**src/hw/rtl/fqd_pkg.sv**
```systemverilog
`timescale 1ns / 1ps
`default_nettype none
package fqd_pkg;

    // operation codes on the func field
    localparam logic [2:0] FUNC_PUSH  = 3'd0;
    localparam logic [2:0] FUNC_FRONT = 3'd1;
    localparam logic [2:0] FUNC_CLEAR = 3'd2;
    localparam logic [2:0] FUNC_POP   = 3'd3;
    localparam logic [2:0] FUNC_PRINT = 3'd4;

    // result status codes
    localparam logic [1:0] STATUS_OK    = 2'd0;
    localparam logic [1:0] STATUS_EMPTY = 2'd1;
    localparam logic [1:0] STATUS_FULL  = 2'd2;

    // controller -> datapath commands
    typedef struct packed {
        logic       write;     // append the incoming value
        logic       clear;     // drop all entries
        logic       start;     // arm a result sequence
        logic       err;       // sequence is a single status word
        logic [1:0] err_code;
        logic       pop;       // remove the entry once reported
        logic       dump;      // walk every stored entry
        logic       emit;      // load the output register
    } ctl_t;

    // datapath -> controller status
    typedef struct packed {
        logic empty;
        logic full;
        logic out_free;
        logic emit_last;
    } sts_t;

endpackage
`default_nettype wire

```
**src/hw/rtl/fqd_cmd_if.sv**
```systemverilog
`timescale 1ns / 1ps
`default_nettype none
interface fqd_cmd_if;
    logic               valid;
    logic               ready;
    logic [2:0]         func;
    logic signed [31:0] value;

    modport source (output valid, output func, output value, input ready);
    modport sink   (input valid, input func, input value, output ready);
endinterface
`default_nettype wire

```
**src/hw/rtl/fqd_rsp_if.sv**
```systemverilog
`timescale 1ns / 1ps
`default_nettype none
interface fqd_rsp_if;
    logic               valid;
    logic               ready;
    logic [1:0]         status;
    logic signed [31:0] data;
    logic               last;

    modport source (output valid, output status, output data, output last, input ready);
    modport sink   (input valid, input status, input data, input last, output ready);
endinterface
`default_nettype wire

```
**src/hw/rtl/fqd_ctrl.sv**
```systemverilog
`timescale 1ns / 1ps
`default_nettype none
module fqd_ctrl (
    input  wire logic          clk,
    input  wire logic          rst_n,
    input  wire logic          cmd_valid,
    input  wire logic [2:0]    func,
    output logic               cmd_ready,
    input  wire fqd_pkg::sts_t sts,
    output fqd_pkg::ctl_t      ctl
);

    typedef enum logic {
        ST_IDLE,
        ST_EMIT
    } state_t;

    state_t state_reg;
    state_t state_next;
    logic   take;

    assign cmd_ready = (state_reg == ST_IDLE);
    assign take      = cmd_valid && cmd_ready;

    always_comb
    begin
        ctl        = '0;
        state_next = state_reg;
        case (state_reg)
            ST_IDLE:
            begin
                if (take)
                begin
                    case (func)
                        fqd_pkg::FUNC_PUSH:
                        begin
                            if (sts.full)
                            begin
                                ctl.start    = 1'b1;
                                ctl.err      = 1'b1;
                                ctl.err_code = fqd_pkg::STATUS_FULL;
                            end
                            else
                            begin
                                ctl.write = 1'b1;
                            end
                        end
                        fqd_pkg::FUNC_FRONT, fqd_pkg::FUNC_POP, fqd_pkg::FUNC_PRINT:
                        begin
                            ctl.start = 1'b1;
                            if (sts.empty)
                            begin
                                ctl.err      = 1'b1;
                                ctl.err_code = fqd_pkg::STATUS_EMPTY;
                            end
                            else
                            begin
                                ctl.pop  = (func == fqd_pkg::FUNC_POP);
                                ctl.dump = (func == fqd_pkg::FUNC_PRINT);
                            end
                        end
                        fqd_pkg::FUNC_CLEAR:
                        begin
                            if (sts.empty)
                            begin
                                ctl.start    = 1'b1;
                                ctl.err      = 1'b1;
                                ctl.err_code = fqd_pkg::STATUS_EMPTY;
                            end
                            else
                            begin
                                ctl.clear = 1'b1;
                            end
                        end
                        default:
                        begin
                            // unused codes: no effect
                        end
                    endcase
                    if (ctl.start)
                    begin
                        state_next = ST_EMIT;
                    end
                end
            end
            ST_EMIT:
            begin
                ctl.emit = sts.out_free;
                if (sts.out_free && sts.emit_last)
                begin
                    state_next = ST_IDLE;
                end
            end
            default:
            begin
                state_next = ST_IDLE;
            end
        endcase
    end

    always_ff @(posedge clk or negedge rst_n)
    begin
        if (!rst_n)
        begin
            state_reg <= ST_IDLE;
        end
        else
        begin
            state_reg <= state_next;
        end
    end

endmodule
`default_nettype wire

```
**src/hw/rtl/fqd_datapath.sv**
```systemverilog
`timescale 1ns / 1ps
`default_nettype none
module fqd_datapath #(
    parameter int DEPTH = 64
) (
    input  wire logic               clk,
    input  wire logic               rst_n,
    input  wire fqd_pkg::ctl_t      ctl,
    output fqd_pkg::sts_t           sts,
    input  wire logic signed [31:0] value,
    output logic                    rsp_valid,
    input  wire logic               rsp_ready,
    output logic [1:0]              rsp_status,
    output logic signed [31:0]      rsp_data,
    output logic                    rsp_last
);

    localparam int IW = (DEPTH > 1) ? $clog2(DEPTH) : 1;
    localparam int CW = $clog2(DEPTH + 1);
    localparam logic [IW-1:0] LAST_IDX = IW'(DEPTH - 1);
    localparam logic [CW-1:0] FULL_CNT = CW'(DEPTH);
    localparam logic [CW-1:0] ONE_CNT  = CW'(1);

    logic signed [31:0] mem [DEPTH];

    logic [IW-1:0] head_reg;
    logic [IW-1:0] tail_reg;
    logic [CW-1:0] count_reg;
    logic [IW-1:0] walk_reg;
    logic [CW-1:0] remain_reg;
    logic          err_reg;
    logic [1:0]    code_reg;
    logic          pop_reg;

    logic               out_valid_reg;
    logic [1:0]         out_status_reg;
    logic signed [31:0] out_data_reg;
    logic               out_last_reg;

    function automatic logic [IW-1:0] wrap_inc(input logic [IW-1:0] idx);
        wrap_inc = (idx == LAST_IDX) ? '0 : idx + IW'(1);
    endfunction

    assign sts.empty     = (count_reg == '0);
    assign sts.full      = (count_reg == FULL_CNT);
    assign sts.out_free  = !out_valid_reg || rsp_ready;
    assign sts.emit_last = (remain_reg == ONE_CNT);

    assign rsp_valid  = out_valid_reg;
    assign rsp_status = out_status_reg;
    assign rsp_data   = out_data_reg;
    assign rsp_last   = out_last_reg;

    // slot memory: one write, one registered read into the output word
    always_ff @(posedge clk)
    begin
        if (ctl.write)
        begin
            mem[tail_reg] <= value;
        end
        if (ctl.emit)
        begin
            out_status_reg <= err_reg ? code_reg : fqd_pkg::STATUS_OK;
            out_data_reg   <= err_reg ? '0 : mem[walk_reg];
            out_last_reg   <= sts.emit_last;
        end
    end

    // sequence payload
    always_ff @(posedge clk)
    begin
        if (ctl.start)
        begin
            walk_reg   <= head_reg;
            remain_reg <= (ctl.dump && !ctl.err) ? count_reg : ONE_CNT;
            err_reg    <= ctl.err;
            code_reg   <= ctl.err_code;
            pop_reg    <= ctl.pop && !ctl.err;
        end
        else if (ctl.emit)
        begin
            walk_reg   <= wrap_inc(walk_reg);
            remain_reg <= remain_reg - ONE_CNT;
        end
    end

    always_ff @(posedge clk or negedge rst_n)
    begin
        if (!rst_n)
        begin
            head_reg      <= '0;
            tail_reg      <= '0;
            count_reg     <= '0;
            out_valid_reg <= 1'b0;
        end
        else
        begin
            if (ctl.clear)
            begin
                head_reg  <= '0;
                tail_reg  <= '0;
                count_reg <= '0;
            end
            else if (ctl.write)
            begin
                tail_reg  <= wrap_inc(tail_reg);
                count_reg <= count_reg + ONE_CNT;
            end
            else if (ctl.emit && pop_reg)
            begin
                head_reg  <= wrap_inc(head_reg);
                count_reg <= count_reg - ONE_CNT;
            end

            if (ctl.emit)
            begin
                out_valid_reg <= 1'b1;
            end
            else if (rsp_ready)
            begin
                out_valid_reg <= 1'b0;
            end
        end
    end

endmodule
`default_nettype wire

```
**src/hw/rtl/fifo_queue_with_dump_core.sv**
```systemverilog
`timescale 1ns / 1ps
`default_nettype none
// FIFO queue of signed 32-bit values held in a ring buffer of DEPTH slots.
// Each command word carries one operation: push appends value (no result
// unless the queue is full, which gives one FULL status word), front reports
// the oldest entry, pop reports and removes it, clear empties the queue (no
// result), print streams every entry oldest first with last set on the final
// word. Front, pop, clear and print on an empty queue give one EMPTY status
// word. Unused operation codes are swallowed. Print gives one entry per cycle
// from the slot memory's single read port while rsp.ready does not hold the
// response off. Slots hold nothing meaningful until pushed and need no
// clearing after reset; only the indices, fill count, response valid flag
// and sequencer state are reset.
module fifo_queue_with_dump_core #(
    parameter int DEPTH = 64    // 1 .. 64
) (
    input  wire logic clk,
    input  wire logic rst_n,
    fqd_cmd_if.sink   cmd,
    fqd_rsp_if.source rsp
);

    fqd_pkg::ctl_t ctl;   // controller commands
    fqd_pkg::sts_t sts;   // datapath status

    // Sequencer: takes a command word only when idle, arms result sequences.
    fqd_ctrl u_ctrl (
        .clk       (clk),
        .rst_n     (rst_n),
        .cmd_valid (cmd.valid),
        .func      (cmd.func),
        .cmd_ready (cmd.ready),
        .sts       (sts),
        .ctl       (ctl)
    );

    // Slot memory, indices, fill count and the registered response word.
    fqd_datapath #(
        .DEPTH (DEPTH)
    ) u_datapath (
        .clk        (clk),
        .rst_n      (rst_n),
        .ctl        (ctl),
        .sts        (sts),
        .value      (cmd.value),
        .rsp_valid  (rsp.valid),
        .rsp_ready  (rsp.ready),
        .rsp_status (rsp.status),
        .rsp_data   (rsp.data),
        .rsp_last   (rsp.last)
    );

endmodule
`default_nettype wire

```
**src/flat_wrapper.sv**
```systemverilog
// flat-port wrapper written by rule: the top's interface ports become plain ports
module fifo_queue_with_dump_core_flat 
#(
    parameter int DEPTH = 64              
)
  (clk, rst_n, cmd_valid, cmd_func, cmd_value, cmd_ready, rsp_valid, rsp_status, rsp_data, rsp_last, rsp_ready);
  fqd_cmd_if cmd_i ();
  fqd_rsp_if rsp_i ();
  input  wire logic clk;
  input  wire logic rst_n;
  input wire logic [$bits(cmd_i.valid)-1:0] cmd_valid;
  input wire logic [$bits(cmd_i.func)-1:0] cmd_func;
  input wire logic [$bits(cmd_i.value)-1:0] cmd_value;
  output wire logic [$bits(cmd_i.ready)-1:0] cmd_ready;
  output wire logic [$bits(rsp_i.valid)-1:0] rsp_valid;
  output wire logic [$bits(rsp_i.status)-1:0] rsp_status;
  output wire logic [$bits(rsp_i.data)-1:0] rsp_data;
  output wire logic [$bits(rsp_i.last)-1:0] rsp_last;
  input wire logic [$bits(rsp_i.ready)-1:0] rsp_ready;
  assign cmd_i.valid = cmd_valid;
  assign cmd_i.func = cmd_func;
  assign cmd_i.value = cmd_value;
  assign cmd_ready = cmd_i.ready;
  assign rsp_valid = rsp_i.valid;
  assign rsp_status = rsp_i.status;
  assign rsp_data = rsp_i.data;
  assign rsp_last = rsp_i.last;
  assign rsp_i.ready = rsp_ready;
  fifo_queue_with_dump_core #(.DEPTH(DEPTH)) u_core (.clk(clk), .rst_n(rst_n), .cmd(cmd_i), .rsp(rsp_i));
endmodule
```
**config.mk**
```make
export PLATFORM = sky130hd
export DESIGN_NAME = fifo_queue_with_dump_core_flat
export DESIGN_NICKNAME = d
export VERILOG_FILES = /design/src/hw/rtl/fqd_pkg.sv /design/src/hw/rtl/fqd_cmd_if.sv /design/src/hw/rtl/fqd_rsp_if.sv /design/src/hw/rtl/fqd_ctrl.sv /design/src/hw/rtl/fqd_datapath.sv /design/src/hw/rtl/fifo_queue_with_dump_core.sv /design/src/flat_wrapper.sv
export SDC_FILE = /design/constraint.sdc
export NUM_CORES = 2
export LEC_CHECK = 0
export BUFFER_PORTS_ARGS = -buffer_cell sky130_fd_sc_hd__buf_4
export CAP_MARGIN = 20
export CORE_UTILIZATION = 60
export DETAILED_ROUTE_END_ITERATION = 12
export GPL_TIMING_DRIVEN = 0
export PLACE_DENSITY = 0.76
export SKIP_CTS_REPAIR_TIMING = 1
export SLEW_MARGIN = 15
export SYNTH_ARGS = -nofsm -noshare
export SYNTH_HDL_FRONTEND = slang
export SYNTH_SLANG_ARGS = --single-unit
export TNS_END_PERCENT = 100
```
**constraint.sdc**
```tcl
create_clock -name clk -period 16.26 [get_ports clk]
set_clock_uncertainty 0.2 [all_clocks]
set_input_delay 0.813 -clock clk [delete_from_list [all_inputs] [get_ports clk]]
set_output_delay 0.813 -clock clk [all_outputs]
set_load 0.1 [all_outputs]
```
==> impl_metrics.py <==
metrics = {
    "setup_path": {
        "crit_type": "flop to flop",
        "crit_top_cell": "buf_2",
        "arrival_ns": 5.08,
        "crit_slowest_cell": "clkbuf_1",
        "critPathMaxStageDelay_ns": 0.93,
        "crit_chain": "buf_2 > buf_2 > clkbuf_1 > buf_2 > mux4_2 > mux2i_1 > a22oi_1 > a22oi_1 > nor2_1",
        "ff2ff_path_depth": 9,
        "rr_endpoint": "u_core.u_datapath.rsp_data[26]",
        "r2r-start": "u_core.u_datapath.walk_reg[1]",
        "critPathRequiredTime_ns": 16.60,
        "cp_max_fo": 10,
        "end_kind": "flop",
        "startpoint": "u_core.u_datapath.walk_reg[1]",
        "cp-start-kind": "flop",
        "r2r_slack_ns": 11.53,
    },
    "logic_synthesis": {
        "synth_area_mm2": 0.0813,
        "yosysSeqAreaShare": 0.782,
        "ys_warn_count": 0,
        "netlist_instances": 3402,
        "synth.avg_cell_area_um2": 23.9,
        "synth_edf_count": 2100,
        "async_reset_ff_frac": 0.00990,
        "yosysUniqueCellTypes": 58,
        "yosys_register_bits": 2121,
        "ys.flop_type": "edfxtp_1",
        "synth_nets": 3453,
    },
    "cells_and_area": {
        "fin_cells": 5706,
        "area_growth_pct": 14.2,
        "drive_above_1_share": 0.307,
        "fillCellCount": 7452,
        "top_register": "u_core.u_datapath.mem",
        "largest_reg_flops": 2048,
        "fin_nets": 3827,
    },
    "floorplan": {
        "ios": 76,
        "design.die.area_mm2": 0.137,
        "num_rows": 134,
        "die_h_um": 370,
        "start_util": 0.607,
        "fp.dieW_um": 370,
        "coreArea_mm2": 0.134,
    },
    "power_and_ir_drop": {
        "powerDensity_mw_per_mm2": 163,
        "p_comb_frac": 0.294,
        "power.switching_mw": 4.75,
        "sw_frac_of_total": 0.315,
        "leakagePower_nw": 29.0,
        "internal_power_mw": 10.4,
        "sequentialPowerShare": 0.410,
        "power_frac_clock": 0.296,
        "vdd_drop_max_mv": 0.154,
    },
    "hold_path": {
        "min_from": "rsp_ready",
        "min_path_type": "input port to flop",
        "holdPathEnd": "u_core.u_datapath.rsp_valid",
        "holdPathStages": 3,
    },
    "drt": {
        "wirelength_um": 222000,
        "drt_iter0_drc": 6585,
        "drt-vias-per-instance": 7.23,
        "wl_per_cell_um": 38.9,
        "first_pass_iters": 8,
        "drc": 0,
        "detail-route-antenna-nets": 0,
        "vias": 41200,
    },
    "clock_network": {
        "htree_levels": 4,
        "cts_made_buffers": 198,
        "clock_path_buffers": 3,
        "clock_sinks": 2121,
        "clkSlewWorstSetupHoldPaths_ns": 0.07,
        "cts_tree": "done",
        "clk_latency_ns": 0.84,
        "cts-root-buf": "clkbuf_16",
    },
    "grt": {
        "grt_pass1_vias": 41700,
        "track_usage": 0.329,
        "grt_max_degree": 65,
        "grt_pass1_wl_um": 308000,
        "antenna_found_initial": 13,
        "grt_overflow": 0,
    },
    "timing": {
        "drv_slew": 0,
        "max_freq_ghz": 0.211,
        "slew_headroom": 0.169,
        "min_period_ns": 4.73,
        "setup_tns_ns": 0,
        "tightest_slew_ns": 1.25,
        "finalHoldViolations": 0,
        "rsz0062_at_grt": "false",
        "setup-violations-final": 0,
        "timing.final.crit_share": 0.291,
    },
    "flow_run": {
        "drv_cap": 0,
    },
    "placed_design": {
        "hpwlAfterDp_um": 136000,
        "port_buffers": 75,
        "place_inst": 5342,
        "gp_congestion": 0.866,
    },
    "status": {
        "outcome": "finished clean",
    },
}
## synthesized netlist by cell type (13+ instances only)
cell / number / share of area
nand3_1: 16 / 0.00099
edfxtp_1: 2100 / 0.78
clkbuf_1: 68 / 0.0031
mux2i_1: 68 / 0.0084
o22ai_1: 29 / 0.0022
nor2_1: 119 / 0.0055
o21ai_0: 13 / 0.00080
dfrtp_1: 21 / 0.0065
a22oi_1: 59 / 0.0055
buf_1: 30 / 0.0014
nand2_1: 38 / 0.0018
buf_4: 21 / 0.0019
a21oi_1: 17 / 0.0010
buf_2: 55 / 0.0034
mux4_2: 604 / 0.17
## cells in the final DEF (no fill, tap or decap), drive strengths merged, types with 3 or more instances in the layout
cell type | netlist | layout
nor2 | 119 | 119
and3 | 5 | 5
mux2i | 68 | 68
nand2 | 39 | 39
clkbuf | 69 | 330
mux4 | 604 | 604
a22oi | 59 | 59
buf | 115 | 287
o21ai | 23 | 23
nand3 | 17 | 17
mux2 | 3 | 3
nand2b | 5 | 5
nand3b | 6 | 6
diode | 0 | 5
and2 | 4 | 4
bufinv | 0 | 10
a21oi | 17 | 17
clkinvlp | 0 | 4
o31ai | 4 | 4
inv | 9 | 14
xor2 | 9 | 9
nor2b | 5 | 5
nor3b | 3 | 3
edfxtp | 2100 | 2100
nand4 | 3 | 3
nor3 | 8 | 8
or3 | 7 | 7
dfrtp | 21 | 21
ha | 11 | 11
a221oi | 6 | 6
or3b | 4 | 4
xnor2 | 7 | 7
o22ai | 29 | 29
clkinv | 0 | 78
nor4 | 3 | 3
## worst max-delay path: cells and delay by family, from the launching register on
kind	cells	cell delay, ns
compound gates	2	0.77
buf+inv	4	2.31
flops	1	0.35
mux	2	0.58
simple gates	1	0.20
## cell families after synthesis
family | Yosys count | synth area share
flops | 2121 | 0.782
fa+ha+maj | 12 | 0.00194
compound gates | 151 | 0.0124
simple gates | 234 | 0.0137
mux | 675 | 0.176
xor+xnor | 16 | 0.00172
buf+inv | 193 | 0.0116
## power by group through the flow
stage / registers (mW) / clock network (mW) / logic, mW
after floorplan: 6.57 / 0 / 2.54
after global placement: 6.30 / 0 / 4.21
after detailed placement: 6.30 / 0 / 4.30
after CTS: 6.19 / 4.47 / 4.39
after global routing: 6.20 / 4.66 / 4.56
final: 6.19 / 4.47 / 4.45
## area by class of cell
class | instances | area, um^2 | share of cell area
Timing Repair Buffer | 174 | 2690 | 0.0290
Clock inverter | 97 | 757 | 0.00816
Inverter | 9 | 36.3 | 0.000391
Sequential cell | 2121 | 63600 | 0.685
Buffer | 184 | 912 | 0.00983
Tap cell | 1768 | 2210 | 0.0238
Clock buffer | 260 | 5370 | 0.0578
Multi-Input combinational cell | 1088 | 17200 | 0.186
Antenna cell | 5 | 12.5 | 0.000135
## worst max path at each step
stage | to | slack, ns
CTS | u_core.u_datapath.rsp_data[26] | 11.73
detailed placement | u_core.u_datapath.rsp_data[26] | 11.79
finish | u_core.u_datapath.rsp_data[26] | 11.53
global route | u_core.u_datapath.rsp_data[26] | 11.55
floorplan | u_core.u_datapath.mem[0][0] | 10.57
global placement | u_core.u_datapath.mem[0][9] | 5.56
## metal layers
layer	vias to the layer above	GRT usage	wire [um]
li1	15400	-	-
met1	21700	0.426	75100
met2	3435	0.533	110000
met3	676	0.0792	26200
met4	12	0.154	11000
met5	-	0	82
## through the flow
stage | area [um^2] | setup slack, ns | power, mW | utilization | hold slack [ns]
after floorplan | 81300 | 10.57 | 9.11 | - | 0.294
after global placement | 84000 | 5.56 | 10.5 | 0.627 | 0.308
after detailed placement | 86600 | 11.79 | 10.6 | 0.647 | 0.316
after CTS | 92800 | 11.73 | 15.0 | 0.692 | -0.350
after global routing | 92800 | 11.55 | 15.4 | 0.693 | 0.171
final | 92800 | 11.53 | 15.1 | 0.693 | 0.148
Power figures use the tool's default switching activity.
